[config.mk]
export PLATFORM = sky130hd
export DESIGN_NAME = bmf_win
export DESIGN_NICKNAME = d
export VERILOG_FILES = /design/src/hdl/bmf_pkg.sv /design/src/hdl/bmf_win.sv
export SDC_FILE = /design/constraint.sdc
export NUM_CORES = 1
export LEC_CHECK = 0
export BUFFER_PORTS_ARGS = -buffer_cell sky130_fd_sc_hd__buf_2
export CAP_MARGIN = 40
export CORE_MARGIN = 3
export CORE_UTILIZATION = 50
export CTS_BUF_LIST = sky130_fd_sc_hd__clkbuf_8
export DETAILED_ROUTE_END_ITERATION = 10
export HOLD_SLACK_MARGIN = 0.06
export PLACE_DENSITY_LB_ADDON = 0.3
export SLEW_MARGIN = 40
export SYNTH_ARGS = -nofsm -noshare
export SYNTH_HDL_FRONTEND = slang
export SYNTH_SLANG_ARGS = --single-unit
[constraint.sdc]
create_clock -name clk -period 7.3 [get_ports clk]
set_input_delay 0.73 -clock clk [delete_from_list [all_inputs] [get_ports clk]]
set_output_delay 0.73 -clock clk [all_outputs]
set_load 0.1 [all_outputs]
[src/hdl/bmf_pkg.sv]
`timescale 1ns / 1ps
// bmf_pkg: shared sizes, register codes, step flags and reciprocal table
// for the box mean filter. No dependencies.
package bmf_pkg;

  localparam int MAX_WIDTH = 2048;
  localparam int MAX_HALF  = 7;

  localparam int PIX_W     = 8;
  localparam int DIM_W     = 12;
  localparam int HALF_W    = 3;
  localparam int CFG_IDX_W = 2;
  localparam int COL_W     = $clog2(MAX_WIDTH);
  localparam int NUM_LINES = 2 * MAX_HALF;
  localparam int WIN_SIDE  = 2 * MAX_HALF + 1;
  localparam int PIX_MAX   = 2 ** PIX_W - 1;
  // stream position reaches frame size plus the output lag during drains
  localparam int IDX_W     = $clog2((2 ** DIM_W) * MAX_WIDTH + (MAX_HALF + 1) * MAX_WIDTH);
  localparam int CSUM_W    = $clog2(WIN_SIDE * PIX_MAX + 1);
  localparam int WSUM_W    = $clog2(WIN_SIDE * WIN_SIDE * PIX_MAX + 1);
  // shift wide enough that the rounded-up reciprocal gives an exact quotient
  localparam int RECIP_SH  = WSUM_W + $clog2(WIN_SIDE * WIN_SIDE);
  localparam int RECIP_W   = RECIP_SH + 1;

  // ceil(2^RECIP_SH / (2h+1)^2), one entry per radius
  localparam logic [RECIP_W-1:0] RECIP_TAB [MAX_HALF+1] = '{
    RECIP_W'(((2 ** RECIP_SH) + 1 - 1) / 1),
    RECIP_W'(((2 ** RECIP_SH) + 9 - 1) / 9),
    RECIP_W'(((2 ** RECIP_SH) + 25 - 1) / 25),
    RECIP_W'(((2 ** RECIP_SH) + 49 - 1) / 49),
    RECIP_W'(((2 ** RECIP_SH) + 81 - 1) / 81),
    RECIP_W'(((2 ** RECIP_SH) + 121 - 1) / 121),
    RECIP_W'(((2 ** RECIP_SH) + 169 - 1) / 169),
    RECIP_W'(((2 ** RECIP_SH) + 225 - 1) / 225)
  };

  localparam logic [CFG_IDX_W-1:0] REG_WIDTH  = 2'd0;
  localparam logic [CFG_IDX_W-1:0] REG_HEIGHT = 2'd1;
  localparam logic [CFG_IDX_W-1:0] REG_HALF   = 2'd2;

  localparam logic ACT_PIXEL = 1'b0;
  localparam logic ACT_DRAIN = 1'b1;

  localparam logic [DIM_W-1:0]  RST_WIDTH  = 12'd640;
  localparam logic [DIM_W-1:0]  RST_HEIGHT = 12'd480;
  localparam logic [HALF_W-1:0] RST_HALF   = 3'd1;

  typedef struct packed {
    logic valid;
    logic emit;
    logic border;
    logic last;
  } step_t;

endpackage

[src/hdl/bmf_win.sv]
`timescale 1ns / 1ps
// bmf_win: horizontal row of column-sum cells, registered adder tree and
// reciprocal divide for the window mean, or the centre pixel on borders. Uses bmf_pkg.
module bmf_win import bmf_pkg::*; (
  input  logic              clk,
  input  logic              rst_n,
  input  logic              en,
  input  logic [HALF_W-1:0] half,
  input  step_t             step_i,
  input  logic [CSUM_W-1:0] csum_i,
  input  logic [PIX_W-1:0]  ctr_i,
  output step_t             step_o,
  output logic [PIX_W-1:0]  pix_o
);

  localparam int NUM_GRP = (WIN_SIDE + 3) / 4;
  localparam int GRP_W   = CSUM_W + 2;
  localparam int HIDX_W  = $clog2(WIN_SIDE);
  localparam int PROD_W  = WSUM_W + RECIP_W;

  logic [CSUM_W-1:0] hcol_r [WIN_SIDE];
  logic [PIX_W-1:0]  hctr_r [WIN_SIDE];
  logic [GRP_W-1:0]  part_nxt [NUM_GRP];
  logic [GRP_W-1:0]  part_r [NUM_GRP];
  logic [WSUM_W-1:0] ws_nxt, ws_r;
  logic [PROD_W-1:0] prod_r;
  logic [PIX_W-1:0]  t1_ctr_r, t2_ctr_r, t3_ctr_r;
  step_t             hstep_r, t1_step_r, t2_step_r, t3_step_r;

  always_ff @(posedge clk) begin
    if (en && step_i.valid) begin
      hcol_r[0] <= csum_i;
      hctr_r[0] <= ctr_i;
      for (int j = 1; j < WIN_SIDE; j++) begin
        hcol_r[j] <= hcol_r[j-1];
        hctr_r[j] <= hctr_r[j-1];
      end
    end
  end

  always_comb begin
    for (int g = 0; g < NUM_GRP; g++) begin
      part_nxt[g] = '0;
    end
    for (int j = 0; j < WIN_SIDE; j++) begin
      if (j <= 2 * int'(half)) begin
        part_nxt[j/4] = part_nxt[j/4] + GRP_W'(hcol_r[j]);
      end
    end
  end

  always_comb begin
    ws_nxt = '0;
    for (int g = 0; g < NUM_GRP; g++) begin
      ws_nxt = ws_nxt + WSUM_W'(part_r[g]);
    end
  end

  always_ff @(posedge clk) begin
    if (!rst_n) begin
      hstep_r   <= '0;
      t1_step_r <= '0;
      t2_step_r <= '0;
      t3_step_r <= '0;
    end else if (en) begin
      hstep_r   <= step_i;
      t1_step_r <= hstep_r;
      t2_step_r <= t1_step_r;
      t3_step_r <= t2_step_r;
    end
  end

  always_ff @(posedge clk) begin
    if (en) begin
      part_r   <= part_nxt;
      t1_ctr_r <= hctr_r[HIDX_W'(half)];
      ws_r     <= ws_nxt;
      t2_ctr_r <= t1_ctr_r;
      prod_r   <= PROD_W'(ws_r) * PROD_W'(RECIP_TAB[half]);
      t3_ctr_r <= t2_ctr_r;
    end
  end

  assign step_o = t3_step_r;
  assign pix_o  = t3_step_r.border ? t3_ctr_r : prod_r[RECIP_SH +: PIX_W];

endmodule

==> run_results.csv <==
group,metric,value,unit
worst_setup_path,end_kind,"flop",
worst_setup_path,worstPathMaxFanout,8,
die,start_util,0.5058,
synthesis,synth_edf_count,348,
timing,tightestPinTransition,0.8428,ns
worst_setup_path,path_class,"in -> reg",
synthesis,synth_cells,2738,
timing,drv_slew,0,
finish,multi_input_area,0.01736,sq mm
global_route,track_usage,0.2419,
drt,drt-initial-drc-count,1367,
global_route,grt_max_degree,105,
timing,rsz0062_at_grt,"no",
timing,fin_worst_skew,0.07449,ns
synthesis,ys_top_cells_by_area,"edfxtp_1 35%, fa_1 20%, ha_1 9.8%, inv_1 4.8%, nand2_1 4.1%",
finish,final_area,0.03366,sq mm
worst_setup_path,cp_slowest_cell,"fa_1",
synthesis,ys.flop_type,"edfxtp_1",
finish,seq_area,0.01077,sq mm
cts,post_cts_buffers,0,
global_route,grt_pass1_vias,21790,
synthesis,synth_area,0.02991,sq mm
cts,htreeDepth,2,
global_route,grt_overflow,0,
die,die_h,250.6,um
run_status,outcome,"complete, no violations",
synthesis,yosysWarnings,0,
timing,period_share,0.9432,
synthesis,yosysTopAreaCell,"edfxtp_1",
drt,wl_per_cell,19.67,um
cts,numCtsBuffers,60,
placed_design,portBuffers,41,
hold_path,holdCritPathClass,"in -> reg",
finish,final_core_util,0.5693,
timing,holdWs,0.2044,ns
drt,drt_wl_total,74.29,mm
drt,first_pass_iters,5,
die,num_rows,89,
drt,ant_nets,0,
finish,final_nets,3520,
die,die_w,250.6,um
finish,fillers,4953,
worst_setup_path,critPathMostFrequentCell,"fa_1",
timing,finalHoldViolCount,0,
finish,mostFrequentLayoutCells,"396 x inv_1, 348 x edfxtp_1, 329 x nand2_1",
timing,setup_slack,0.4145,ns
synthesis,async_flop_share,0,
timing,clock.fmax,145.2,MHz
die,core-area,0.05913,sq mm
drt,via_count,20730,
placed_design,pre_cts_slack,-0.4395,ns
synthesis,synth_seq_cells,364,
worst_setup_path,cpPeakStageDelay,0.51,ns
synthesis,synth_cell_type_count,81,
cts,cts_tree,"yes",
cts,cts_max_path_buffers,3,
synthesis,avgSynthCellArea,10.92,sq um
cts,root_buffer,"clkbuf_8",
placed_design,place_area,0.03230,sq mm
placed_design,place_congestion,0.9469,
worst_setup_path,arrival,7.29,ns
timing,slew_headroom,0.4381,
timing,setup_viol,0,
worst_setup_path,start_kind,"input port",
finish,syn2layout_area_growth,12.56,%
cts,clk_pin_slew,0.07,ns
finish,num_antenna_cells,0,
flow_run,drv_cap,0,
timing,layout_min_cycle_time,6.886,ns
worst_setup_path,crit_required,7.71,ns
global_route,grt_pass1_wl,119.1,mm
die,die_area,0.06278,sq mm
drt,route.detailed.drc,0,
drt,vias_per_cell,5.489,
cts,clkLatencyLatePin,0.70,ns
synthesis,ys_seq_area_frac,0.3601,
global_route,antenna_found_initial,1,
synthesis,syn_nets,3303,
die,io_pins,42,
finish,mostFrequentLayoutCell,"inv_1",
cts,cts_sinks,364,
finish,drive_gt1_frac,0.1385,
synthesis,synth_top_area_share,0.3494,
placed_design,hpwl,58.62,mm
==> flip-flops by register name (all words and copies together) (netlist names) <==
register and count:
prod_r 8, hctr_r 64, t1_step_r 4, t2_ctr_r 8, ws_r 16, hstep_r 4, t2_step_r 4, hcol_r 180
part_r 56, step_o 4, t1_ctr_r 8, t3_ctr_r 8
==> kinds of logic (layout without fill, tap and decap cells) <==
kind of cell / after synthesis / in the layout / share of synthesized area
adder cells (fa/ha/maj): 536 / 536 / 0.2995
AO/OA/AOI/OAI: 389 / 389 / 0.08652
buffers and inverters: 470 / 736 / 0.05941
XOR/XNOR: 125 / 125 / 0.03661
multiplexers: 74 / 74 / 0.03293
AND/OR/NAND/NOR: 780 / 780 / 0.1249
flip-flops: 364 / 364 / 0.3601
==> area by class of cell <==
type,instances,area share
timing repair buffer,240,0.05275
tap,773,0.02873
clock buffer,60,0.02453
inverter,385,0.04293
sequential,364,0.3200
clock inverter,51,0.01524
multi-input combinational,1904,0.5159
==> routing by layer <==
metal  track usage  routed length [um]  part of all wire
met5             0                  13           0.00017
met4       0.08968                2866             0.039
met3       0.03551                3975             0.054
met2        0.4163               36390              0.49
met1        0.3120               31050              0.42
==> Yosys cell counts (17+ instances only) <==
library cell and count:
o31ai_1 22, nand2_1 329, or2_2 17, xnor2_1 81, and2_1 107, inv_1 384, nand3_1 45, mux2_2 35
a21oi_1 88, fa_1 300, nand2b_1 22, ha_1 235, mux2i_1 23, and3_1 38, nor2_1 107, edfxtp_1 348
o21ai_0 94, a21o_1 36, xor2_1 44, nor3_1 35, clkbuf_1 76, a31oi_1 18, nor2b_1 38
==> worst paths after layout <==
| path | from | to | slack (ns) | depth (start not counted) |
|---|---|---|---|---|
| hold / removal | csum_i[6] | hcol_r[0][6] | 0.20 | 1 |
| setup / recovery | half[0] | prod_r[30] | 0.41 | 25 |
| hold reg to reg | hcol_r[1][69] | hcol_r[1][81] | 0.40 | 0 |
| setup reg to reg | ws_r[12] | prod_r[30] | 0.60 | 21 |
==> critical path: cells and delay by family <==
kind	cells	cell delay [ns]
adder cells (fa/ha/maj)	8	3.56
AND/OR/NAND/NOR	4	0.78
XOR/XNOR	1	0.09
buffers and inverters	6	0.49
AO/OA/AOI/OAI	6	1.61
==> timing repair <==
action,in CTS,in global routing
hold buffers,0,0
endpoints found under the setup margin,0,3
gates resized for setup,0,1
==> through the flow <==
step                      TNS [ns]  std cells
after floorplan                  0       2738
after global placement     -0.7647       3664
after detailed placement    -1.782       3665
after CTS                        0       3776
after global routing             0       3777
final                            0       3777
Power is not shown: default switching activity piles up to over one toggle a cycle in this logic, so the estimate is an artifact.
