==> src/hdl/bmf_pkg.sv <==
`timescale 1ns / 1ps
// bmf_pkg: shared sizes, register codes, step flags and reciprocal table
// for the box mean filter. No dependencies.
package bmf_pkg;

  localparam int MAX_WIDTH = 2048;
  localparam int MAX_HALF  = 7;

  localparam int PIX_W     = 8;
  localparam int DIM_W     = 12;
  localparam int HALF_W    = 3;
  localparam int CFG_IDX_W = 2;
  localparam int COL_W     = $clog2(MAX_WIDTH);
  localparam int NUM_LINES = 2 * MAX_HALF;
  localparam int WIN_SIDE  = 2 * MAX_HALF + 1;
  localparam int PIX_MAX   = 2 ** PIX_W - 1;
  // stream position reaches frame size plus the output lag during drains
  localparam int IDX_W     = $clog2((2 ** DIM_W) * MAX_WIDTH + (MAX_HALF + 1) * MAX_WIDTH);
  localparam int CSUM_W    = $clog2(WIN_SIDE * PIX_MAX + 1);
  localparam int WSUM_W    = $clog2(WIN_SIDE * WIN_SIDE * PIX_MAX + 1);
  // shift wide enough that the rounded-up reciprocal gives an exact quotient
  localparam int RECIP_SH  = WSUM_W + $clog2(WIN_SIDE * WIN_SIDE);
  localparam int RECIP_W   = RECIP_SH + 1;

  // ceil(2^RECIP_SH / (2h+1)^2), one entry per radius
  localparam logic [RECIP_W-1:0] RECIP_TAB [MAX_HALF+1] = '{
    RECIP_W'(((2 ** RECIP_SH) + 1 - 1) / 1),
    RECIP_W'(((2 ** RECIP_SH) + 9 - 1) / 9),
    RECIP_W'(((2 ** RECIP_SH) + 25 - 1) / 25),
    RECIP_W'(((2 ** RECIP_SH) + 49 - 1) / 49),
    RECIP_W'(((2 ** RECIP_SH) + 81 - 1) / 81),
    RECIP_W'(((2 ** RECIP_SH) + 121 - 1) / 121),
    RECIP_W'(((2 ** RECIP_SH) + 169 - 1) / 169),
    RECIP_W'(((2 ** RECIP_SH) + 225 - 1) / 225)
  };

  localparam logic [CFG_IDX_W-1:0] REG_WIDTH  = 2'd0;
  localparam logic [CFG_IDX_W-1:0] REG_HEIGHT = 2'd1;
  localparam logic [CFG_IDX_W-1:0] REG_HALF   = 2'd2;

  localparam logic ACT_PIXEL = 1'b0;
  localparam logic ACT_DRAIN = 1'b1;

  localparam logic [DIM_W-1:0]  RST_WIDTH  = 12'd640;
  localparam logic [DIM_W-1:0]  RST_HEIGHT = 12'd480;
  localparam logic [HALF_W-1:0] RST_HALF   = 3'd1;

  typedef struct packed {
    logic valid;
    logic emit;
    logic border;
    logic last;
  } step_t;

endpackage

==> src/hdl/bmf_ctrl.sv <==
`timescale 1ns / 1ps
// bmf_ctrl: configuration registers, stream and output position counters
// and the front stage that feeds the line cells. Uses bmf_pkg.
module bmf_ctrl import bmf_pkg::*; (
  input  logic                 clk,
  input  logic                 rst_n,
  input  logic                 en,
  input  logic                 cfg_valid,
  output logic                 cfg_ready,
  input  logic [CFG_IDX_W-1:0] cfg_index,
  input  logic [DIM_W-1:0]     cfg_data,
  input  logic                 in_tvalid,
  output logic                 in_tready,
  input  logic [PIX_W-1:0]     in_tdata,
  input  logic                 in_tuser,
  output step_t                front_step,
  output logic [COL_W-1:0]     front_col,
  output logic [PIX_W-1:0]     front_pix,
  output logic [HALF_W-1:0]    half
);

  localparam int EXT_W = DIM_W + 1;

  function automatic logic [DIM_W-1:0] eff_width(input logic [DIM_W-1:0] w);
    if (w == '0) return DIM_W'(1);
    if (int'(w) > MAX_WIDTH) return DIM_W'(MAX_WIDTH);
    return w;
  endfunction

  function automatic logic [DIM_W-1:0] eff_height(input logic [DIM_W-1:0] ht);
    return (ht == '0) ? DIM_W'(1) : ht;
  endfunction

  function automatic logic [HALF_W-1:0] eff_half(input logic [HALF_W-1:0] h);
    return (int'(h) > MAX_HALF) ? HALF_W'(MAX_HALF) : h;
  endfunction

  logic [DIM_W-1:0]  weff_r, weff_nxt;
  logic [DIM_W-1:0]  heff_r, heff_nxt;
  logic [HALF_W-1:0] half_r, half_nxt;
  logic [IDX_W-1:0]  total_r, total_nxt;
  logic [IDX_W-1:0]  lag_r, lag_nxt;
  logic              cfg_hit;

  logic [COL_W-1:0]  pos_col_r;
  logic [IDX_W-1:0]  pos_idx_r;
  logic [DIM_W-1:0]  out_row_r;
  logic [COL_W-1:0]  out_col_r;
  logic [IDX_W-1:0]  out_idx_r;

  step_t             step_r, step_nxt;
  logic [COL_W-1:0]  col_r;
  logic [PIX_W-1:0]  pix_r;

  logic [IDX_W-1:0]  os_lag;
  logic              drain_ok;
  logic              catch_up;
  logic              in_acc;

  assign cfg_ready = 1'b1;

  always_comb begin
    weff_nxt = weff_r;
    heff_nxt = heff_r;
    half_nxt = half_r;
    cfg_hit  = 1'b0;
    if (cfg_valid) begin
      case (cfg_index)
        REG_WIDTH: begin
          weff_nxt = eff_width(cfg_data);
          cfg_hit  = 1'b1;
        end
        REG_HEIGHT: begin
          heff_nxt = eff_height(cfg_data);
          cfg_hit  = 1'b1;
        end
        REG_HALF: begin
          half_nxt = eff_half(cfg_data[HALF_W-1:0]);
          cfg_hit  = 1'b1;
        end
        default: cfg_hit = 1'b0;
      endcase
    end
    total_nxt = IDX_W'(weff_nxt) * IDX_W'(heff_nxt);
    lag_nxt   = IDX_W'(half_nxt) * IDX_W'(weff_nxt) + IDX_W'(half_nxt);
  end

  // a drain after a frame smaller than the window first steps the line
  // cells through the gap up to the stream position of the pending output
  assign os_lag    = out_idx_r + lag_r;
  assign drain_ok  = (pos_idx_r >= total_r);
  assign catch_up  = in_tvalid && (in_tuser == ACT_DRAIN) && drain_ok && (pos_idx_r != os_lag);
  assign in_tready = en && !catch_up;
  assign in_acc    = in_tvalid && in_tready;

  always_comb begin
    step_nxt = '0;
    if (en) begin
      if (catch_up) begin
        step_nxt.valid = 1'b1;
      end else if (in_acc && (in_tuser == ACT_PIXEL) && !drain_ok) begin
        step_nxt.valid = 1'b1;
        step_nxt.emit  = (os_lag <= pos_idx_r);
      end else if (in_acc && (in_tuser == ACT_DRAIN) && drain_ok) begin
        step_nxt.valid = 1'b1;
        step_nxt.emit  = 1'b1;
      end
    end
    step_nxt.border = (out_row_r < DIM_W'(half_r))
                   || (EXT_W'(out_row_r) + EXT_W'(half_r) >= EXT_W'(heff_r))
                   || (DIM_W'(out_col_r) < DIM_W'(half_r))
                   || (EXT_W'(out_col_r) + EXT_W'(half_r) >= EXT_W'(weff_r));
    step_nxt.last   = (IDX_W'(out_idx_r + IDX_W'(1)) == total_r);
  end

  always_ff @(posedge clk) begin
    if (!rst_n) begin
      weff_r    <= RST_WIDTH;
      heff_r    <= RST_HEIGHT;
      half_r    <= RST_HALF;
      total_r   <= IDX_W'(RST_WIDTH) * IDX_W'(RST_HEIGHT);
      lag_r     <= IDX_W'(RST_HALF) * IDX_W'(RST_WIDTH) + IDX_W'(RST_HALF);
      pos_col_r <= '0;
      pos_idx_r <= '0;
      out_row_r <= '0;
      out_col_r <= '0;
      out_idx_r <= '0;
    end else if (cfg_hit) begin
      weff_r    <= weff_nxt;
      heff_r    <= heff_nxt;
      half_r    <= half_nxt;
      total_r   <= total_nxt;
      lag_r     <= lag_nxt;
      pos_col_r <= '0;
      pos_idx_r <= '0;
      out_row_r <= '0;
      out_col_r <= '0;
      out_idx_r <= '0;
    end else if (step_nxt.valid) begin
      if (step_nxt.emit && step_nxt.last) begin
        pos_col_r <= '0;
        pos_idx_r <= '0;
        out_row_r <= '0;
        out_col_r <= '0;
        out_idx_r <= '0;
      end else begin
        pos_idx_r <= pos_idx_r + IDX_W'(1);
        if (DIM_W'(pos_col_r) == weff_r - DIM_W'(1)) begin
          pos_col_r <= '0;
        end else begin
          pos_col_r <= pos_col_r + COL_W'(1);
        end
        if (step_nxt.emit) begin
          out_idx_r <= out_idx_r + IDX_W'(1);
          if (DIM_W'(out_col_r) == weff_r - DIM_W'(1)) begin
            out_col_r <= '0;
            out_row_r <= out_row_r + DIM_W'(1);
          end else begin
            out_col_r <= out_col_r + COL_W'(1);
          end
        end
      end
    end
  end

  always_ff @(posedge clk) begin
    if (!rst_n) begin
      step_r <= '0;
    end else if (en) begin
      step_r <= step_nxt;
    end
  end

  always_ff @(posedge clk) begin
    if (en) begin
      col_r <= pos_col_r;
      pix_r <= in_tdata;
    end
  end

  assign front_step = step_r;
  assign front_col  = col_r;
  assign front_pix  = pix_r;
  assign half       = half_r;

  a_out_below_total: assert property (@(posedge clk) disable iff (!rst_n)
    out_idx_r < total_r)
    else $error("output counter reached frame size");

  a_emit_aligned: assert property (@(posedge clk) disable iff (!rst_n)
    step_nxt.emit |-> (pos_idx_r == os_lag))
    else $error("output issued off its stream position");

  a_no_overrun: assert property (@(posedge clk) disable iff (!rst_n)
    drain_ok |-> (pos_idx_r <= os_lag))
    else $error("stream position ran past pending output");

endmodule

==> config.mk <==
export PLATFORM = sky130hd
export DESIGN_NAME = bmf_ctrl
export DESIGN_NICKNAME = d
export VERILOG_FILES = /design/src/hdl/bmf_pkg.sv /design/src/hdl/bmf_ctrl.sv
export SDC_FILE = /design/constraint.sdc
export NUM_CORES = 1
export LEC_CHECK = 0
export ABC_AREA = 1
export BUFFER_PORTS_ARGS = -buffer_cell sky130_fd_sc_hd__buf_2
export CAP_MARGIN = 20
export CORE_MARGIN = 8
export CORE_UTILIZATION = 50
export DETAILED_ROUTE_END_ITERATION = 8
export GPL_ROUTABILITY_DRIVEN = 0
export PLACE_DENSITY = 0.67
export SYNTH_ARGS = -nofsm -noshare
export SYNTH_HDL_FRONTEND = slang
export SYNTH_SLANG_ARGS = --single-unit
export TNS_END_PERCENT = 100
==> constraint.sdc <==
create_clock -name clk -period 14 [get_ports clk]
set_input_delay 2.1 -clock clk [delete_from_list [all_inputs] [get_ports clk]]
set_output_delay 2.1 -clock clk [all_outputs]
set_load 0.03 [all_outputs]
==> impl_metrics.env, run 1 <==
export IMPL_outcome="complete, no violations"
export IMPL_numPortBuffers=54
export IMPL_layout_commonest_cell="nand2_1"
export IMPL_cts_sinks=172
export IMPL_p_per_area_mw_per_mm2=77.32
export IMPL_crit_arrival_ns=8.81
export IMPL_wl_per_cell_um=17.50
export IMPL_netlist_area_mm2=0.01822
export IMPL_clk_latency_ns=0.45
export IMPL_routed_via_density=5.598
export IMPL_drtAntennaViolNets=0
export IMPL_fin_skew_ns=0.01656
export IMPL_p_leak_nw=9.441
export IMPL_final_area_mm2=0.01947
export IMPL_final_nets=2977
export IMPL_drt_iter0_drc=1321
export IMPL_die_width_um=206.9
export IMPL_path_clk_slew_ns=0.07
export IMPL_routed_wl_mm=54.60
export IMPL_post_cts_buffers=0
export IMPL_start_util_pct=50.25
export IMPL_timing_setup_tns_ns=0
export IMPL_syn_num_nets=2955
export IMPL_detailed_place_area_mm2=0.01889
export IMPL_grt_pass1_vias=17200
export IMPL_worst_pin_slew_ns=0.8877
export IMPL_coreArea_mm2=0.03626
export IMPL_root_buffer="clkbuf_16"
export IMPL_cap_violations=0
export IMPL_layout_setup_ws_ns=5.497
export IMPL_startpoint_type="input port"
export IMPL_ctsResizeCount=0
export IMPL_slew_limit_headroom_pct=40.68
export IMPL_drc=0
export IMPL_cts_tree="yes"
export IMPL_vdd_drop_max_uv=76.67
export IMPL_ys_warnings_count=0
export IMPL_rsz0062_at_grt="no"
export IMPL_grt_max_degree=50
export IMPL_place_ws_ns=5.167
export IMPL_synth_avg_cell_area_um2=6.963
export IMPL_drive_gt1_share_pct=7.164
export IMPL_htree_levels=4
export IMPL_dieArea_mm2=0.04281
export IMPL_ys_seq_area_share_pct=19.94
export IMPL_finalCritPeriodShare_pct=60.73
export IMPL_worstPathMaxFanout=10
export IMPL_rows=70
export IMPL_cts_hold_fix_buffers=0
export IMPL_grt_overflow=0
export IMPL_dp_hpwl_mm=43.81
export IMPL_path_class="input port to register"
export IMPL_syn_inst=2617
export IMPL_antenna_found_initial=0
export IMPL_cp_required_ns=14.31
export IMPL_ys_ff_latch=172
export IMPL_endpoint_kind="register"
export IMPL_finalHoldViolCount=0
export IMPL_cts_buffers_inserted=17
export IMPL_period_needed_ns=8.503
export IMPL_diodes=0
export IMPL_finalSetupViolCount=0
export IMPL_clockBufferDepth=2
export IMPL_grt_first_pass_wirelength_mm=88.69
export IMPL_die_h_um=206.9
export IMPL_max_freq_ghz=0.1176
export IMPL_fill_cells=3581
export IMPL_layout_common_cells="nand2_1 (654), inv_1 (429), nor2_1 (250), ha_1 (195), a21oi_1 (154)"
export IMPL_power_w=0.001506
export IMPL_drtPass1Iterations=8
export IMPL_floorplan_io_pins=56
export IMPL_hp_class="register to register"
export IMPL_maxSlewViolCount=0
export IMPL_grt_use_total_pct=26.23
export IMPL_area_growth_syn_to_layout_pct=6.874
export IMPL_yosysUniqueCellTypes=59
export IMPL_vias=17470
[per-stage QoR]
stage | utilization [%] | hold WS [ns] | std cells
global placement | 52.10 | 0.4523 | 3088
CTS | 53.71 | 0.4658 | 3120
global route | 53.71 | 0.4818 | 3120
finish | 53.71 | 0.4658 | 3120
detailed placement | 52.10 | 0.4550 | 3088
floorplan | - | 0.4314 | 2617
[metal layers]
layer	vias up	GRT usage, %	part of all wire, %
met2	761	43.48	46
met5	-	0	0
li1	8367	-	-
met1	8177	33.38	42
met4	0	11.76	4.4
met3	162	4.198	8.0
[worst paths after layout]
check	startpoint	endpoint	slack (ns)	depth (start not counted)
worst max-delay path	cfg_index[0]	total_r[20]$_SDFFE_PN0P_	5.50	28
worst min-delay path	front_step[3]$_SDFFE_PN0P_	front_step[3]$_SDFFE_PN0P_	0.47	2
worst max register to register	weff_r[1]$_SDFFE_PN0P_	total_r[20]$_SDFFE_PN0P_	7.78	22
worst min register to register	front_step[3]$_SDFFE_PN0P_	front_step[3]$_SDFFE_PN0P_	0.47	2
[area by class of cell]
class                   count  area [µm²]  share of cell area (%)
multi-input cells        1935       12620                   64.79
inverters                 442        1659                   8.520
clock buffers              20       456.7                   2.345
well taps                 468       585.6                   3.007
flip-flops and latches    172        3633                   18.66
repair buffers             71       397.9                   2.043
clock inverters            12       123.9                  0.6361
[state kept, by name, summed over array words and instances (netlist names)]
name	flops
out_col_r	11
pos_idx_r	24
out_row_r	12
heff_r	12
weff_r	12
pos_col_r	11
front_step	4
front_col	11
out_idx_r	24
front_pix	8
total_r	24
half	3
lag_r	16
[logic make-up (layout without fill, tap and decap cells)]
group / count (synthesis) / after routing / share of synthesized area (%)
AOI/OAI and AO/OA: 315 / 315 / 9.799
xor gates and xnor gates: 89 / 89 / 4.353
adders and majority gates: 310 / 310 / 26.02
buffers and inverters: 510 / 545 / 10.84
DFF: 172 / 172 / 19.94
other: 1 / 1 / 0.02058
and+or+nand+nor: 1220 / 1220 / 29.02
[power by group]
group          switching [W]  internal [W]
logic               0.000326      0.000163
registers          0.0000173      0.000518
clock network       0.000235      0.000246
[worst max-delay path: stages]
cell and delay [ns]:
buf_2 0.09, inv_1 0.08, nand2_1 0.08, nor2_2 0.39, inv_2 0.13, nor2_1 0.25
inv_2 0.13, o22ai_2 0.52, inv_1 0.38, nor2_1 0.24, fa_1 0.48, fa_1 0.56
fa_1 0.53, fa_1 0.54, inv_1 0.05, fa_1 0.52, inv_1 0.04, ha_1 0.34
nand2_1 0.09, nor3_1 0.29, nand2_1 0.10, nand2_1 0.10, a31oi_1 0.09, o21bai_1 0.27
nand2_1 0.08, nand2_1 0.08, xor2_1 0.15, a21oi_1 0.08
[cells in the mapped netlist (all sizes together)]
library cell | n | area share (%)
nand2 | 666 | 14
inv | 438 | 9.0
nor2 | 275 | 6.2
ha | 195 | 13
a21oi | 162 | 4.6
dfxtp | 153 | 17
nand3 | 145 | 4.3
fa | 115 | 13
o21ai | 89 | 2.4
xor2 | 74 | 3.6
nand4 | 63 | 2.2
clkbuf | 43 | 0.89
nor3 | 31 | 0.85
buf | 25 | 0.85
edfxtp | 19 | 3.1
xnor2 | 14 | 0.67
nand3b | 12 | 0.56
o22ai | 12 | 0.48
or2 | 12 | 0.41
a31oi | 11 | 0.38
nor4 | 11 | 0.38
o21bai | 9 | 0.49
o21a | 8 | 0.33
a21o | 4 | 0.16
clkinv | 4 | 0.082
a21boi | 3 | 0.12
and2 | 3 | 0.10
o31ai | 3 | 0.12
a221oi | 2 | 0.096
a22o | 2 | 0.096
nor3b | 2 | 0.082
o211ai | 2 | 0.082
a2111oi | 1 | 0.048
a211oi | 1 | 0.041
a22oi | 1 | 0.041
a31o | 1 | 0.048
a32oi | 1 | 0.048
a41oi | 1 | 0.048
conb | 1 | 0.021
o2111ai | 1 | 0.048
o221ai | 1 | 0.048
xnor3 | 1 | 0.12
No activity file was read; power rests on OpenSTA's default activity.
==> inputs of run 2 (changes only) <==
--- a/config.mk
+++ b/config.mk
@@ -12,7 +12,7 @@
 export CORE_UTILIZATION = 50
 export DETAILED_ROUTE_END_ITERATION = 8
 export GPL_ROUTABILITY_DRIVEN = 0
-export PLACE_DENSITY = 0.67
+export PLACE_DENSITY = 0.7
 export SYNTH_ARGS = -nofsm -noshare
 export SYNTH_HDL_FRONTEND = slang
 export SYNTH_SLANG_ARGS = --single-unit
==> constraint.sdc (replaced) <==
create_clock -name clk -period 7.6 [get_ports clk]
set_input_delay 1.14 -clock clk [delete_from_list [all_inputs] [get_ports clk]]
set_output_delay 1.14 -clock clk [all_outputs]
set_load 0.03 [all_outputs]
==> run 2 against run 1 <==
- clock-buffer cell count down 1
- register-to-register slack worse by 6.1 ns
- critical path type unchanged
- final cell count rose by 0.74%
- non-clock buffer count is 23 higher
- utilization is 0.59 points higher
- design area is 1.1% higher
- flip-flop and latch count is the same
- wire length grew 2.2%
- clock power increased by 91%
- sequential share of layout area down 0.20 points
- sequential power up 84%
==> impl_metrics.env, run 2 (synthesis gave the netlist of run 1 again) <==
export IMPL_p_per_area_mw_per_mm2=144.2
export IMPL_period_needed_ns=6.933
export IMPL_floorplan_io_pins=56
export IMPL_grt_max_degree=55
export IMPL_p_leak_nw=9.572
export IMPL_clk_latency_ns=0.46
export IMPL_area_growth_syn_to_layout_pct=8.055
export IMPL_cts_tree="yes"
export IMPL_start_util_pct=50.25
export IMPL_vias=17690
export IMPL_die_width_um=206.9
export IMPL_worst_pin_slew_ns=1.014
export IMPL_fin_skew_ns=0.01926
export IMPL_cap_violations=0
export IMPL_finalSetupViolCount=0
export IMPL_dp_hpwl_mm=44.78
export IMPL_rsz0062_at_grt="no"
export IMPL_post_cts_buffers=0
export IMPL_diodes=0
export IMPL_cts_hold_fix_buffers=0
export IMPL_clockBufferDepth=2
export IMPL_max_freq_ghz=0.1442
export IMPL_timing_setup_tns_ns=0
export IMPL_drtAntennaViolNets=0
export IMPL_wl_per_cell_um=17.75
export IMPL_path_class="input port to register"
export IMPL_top_regs="out_idx_r x24, pos_idx_r x24, total_r x24"
export IMPL_cp_required_ns=7.93
export IMPL_layout_common_cells="nand2_1 (653), inv_1 (429), nor2_1 (250), ha_1 (195), a21oi_1 (154)"
export IMPL_root_buffer="clkbuf_16"
export IMPL_worstPathMaxFanout=12
export IMPL_antenna_found_initial=0
export IMPL_rows=70
export IMPL_slew_limit_headroom_pct=32.23
export IMPL_drive_gt1_share_pct=8.037
export IMPL_power_w=0.002839
export IMPL_grt_overflow=0
export IMPL_grt_pass1_vias=17420
export IMPL_drt_iter0_drc=1843
export IMPL_drtPass1Iterations=6
export IMPL_dieArea_mm2=0.04281
export IMPL_hp_class="register to register"
export IMPL_finalHoldViolCount=0
export IMPL_grt_use_total_pct=26.79
export IMPL_finalCritPeriodShare_pct=91.23
export IMPL_ctsResizeCount=0
export IMPL_vdd_drop_max_uv=141.2
export IMPL_coreArea_mm2=0.03626
export IMPL_htree_levels=4
export IMPL_grt_first_pass_wirelength_mm=90.49
export IMPL_final_area_mm2=0.01969
export IMPL_r2r_setup_slack_ns=1.67
export IMPL_detailed_place_area_mm2=0.01906
export IMPL_routed_wl_mm=55.79
export IMPL_die_h_um=206.9
export IMPL_numPortBuffers=54
export IMPL_outcome="complete, no violations"
export IMPL_startpoint_type="input port"
export IMPL_endpoint_kind="register"
export IMPL_final_nets=3000
export IMPL_maxSlewViolCount=0
export IMPL_layout_commonest_cell="nand2_1"
export IMPL_routed_via_density=5.628
export IMPL_crit_arrival_ns=7.27
export IMPL_cts_buffers_inserted=17
export IMPL_cts_sinks=172
export IMPL_drc=0
export IMPL_path_clk_slew_ns=0.08
export IMPL_fill_cells=3445
==> run 2: changes by cell type in the layout (fill, tap and decap cells not counted), sizes merged <==
cell / before / now
buf: 71 / 94
clkbuf: 20 / 19
clkinv: 9 / 10
==> run 2: final timing paths <==
kind                              start                          to  cells after the start
min          front_step[3]$_SDFFE_PN0P_  front_step[3]$_SDFFE_PN0P_                      2
max reg2reg      heff_r[4]$_SDFFE_PN0P_    total_r[17]$_SDFFE_PN0P_                     23
max                         cfg_data[9]    total_r[17]$_SDFFE_PN0P_                     28
min reg2reg  front_step[3]$_SDFFE_PN0P_  front_step[3]$_SDFFE_PN0P_                      2
==> run 2: per-stage QoR <==
stage	worst slack, ns	instances	hold slack [ns]	utilization [%]
finish	0.6667	3143	0.4785	54.30
detailed placement	0.3817	3110	0.4723	52.57
floorplan	0.7465	2617	0.4314	-
global placement	0.4218	3110	0.4509	52.57
CTS	0.8024	3142	0.4832	54.24
global route	0.3070	3143	0.5096	54.30
==> run 2: report_power, final <==
group          total [W]  internal, W  switching (W)
sequential      0.000986     0.000954      0.0000326
clock           0.000918     0.000468       0.000450
combinational   0.000934     0.000314       0.000620
==> run 2: final cells by class <==
type | count | area, µm² | share of cell area, %
tap | 468 | 585.6 | 2.974
multi-input combinational | 1935 | 12620 | 64.09
inverter | 442 | 1659 | 8.427
clock buffer | 19 | 464.2 | 2.358
timing repair buffer | 94 | 583.1 | 2.961
clock inverter | 13 | 143.9 | 0.7308
sequential | 172 | 3633 | 18.45
==> run 2: routing by layer <==
metal | wire (µm) | GRT usage (%)
met5 | 0 | 0
met4 | 2607 | 11.38
met3 | 4576 | 5.259
met2 | 25820 | 45.18
met1 | 22790 | 33.11
==> run 2: critical path, stage by stage <==
cell     delay [ns]
buf_2          0.12
nor4_1         0.29
nand3_1        0.10
inv_1          0.08
nor2_1         0.04
nor2_1         0.20
inv_2          0.13
o22ai_1        0.15
buf_4          0.26
nand2_1        0.10
fa_1           0.51
fa_1           0.44
fa_1           0.50
inv_1          0.06
fa_1           0.56
inv_1          0.07
fa_1           0.53
inv_1          0.04
ha_1           0.31
nand2_1        0.10
o21ai_0        0.39
a21oi_1        0.13
o21ai_0        0.43
nand2_1        0.11
nand2_1        0.10
a21oi_1        0.06
o21ai_0        0.17
o21ai_0        0.15
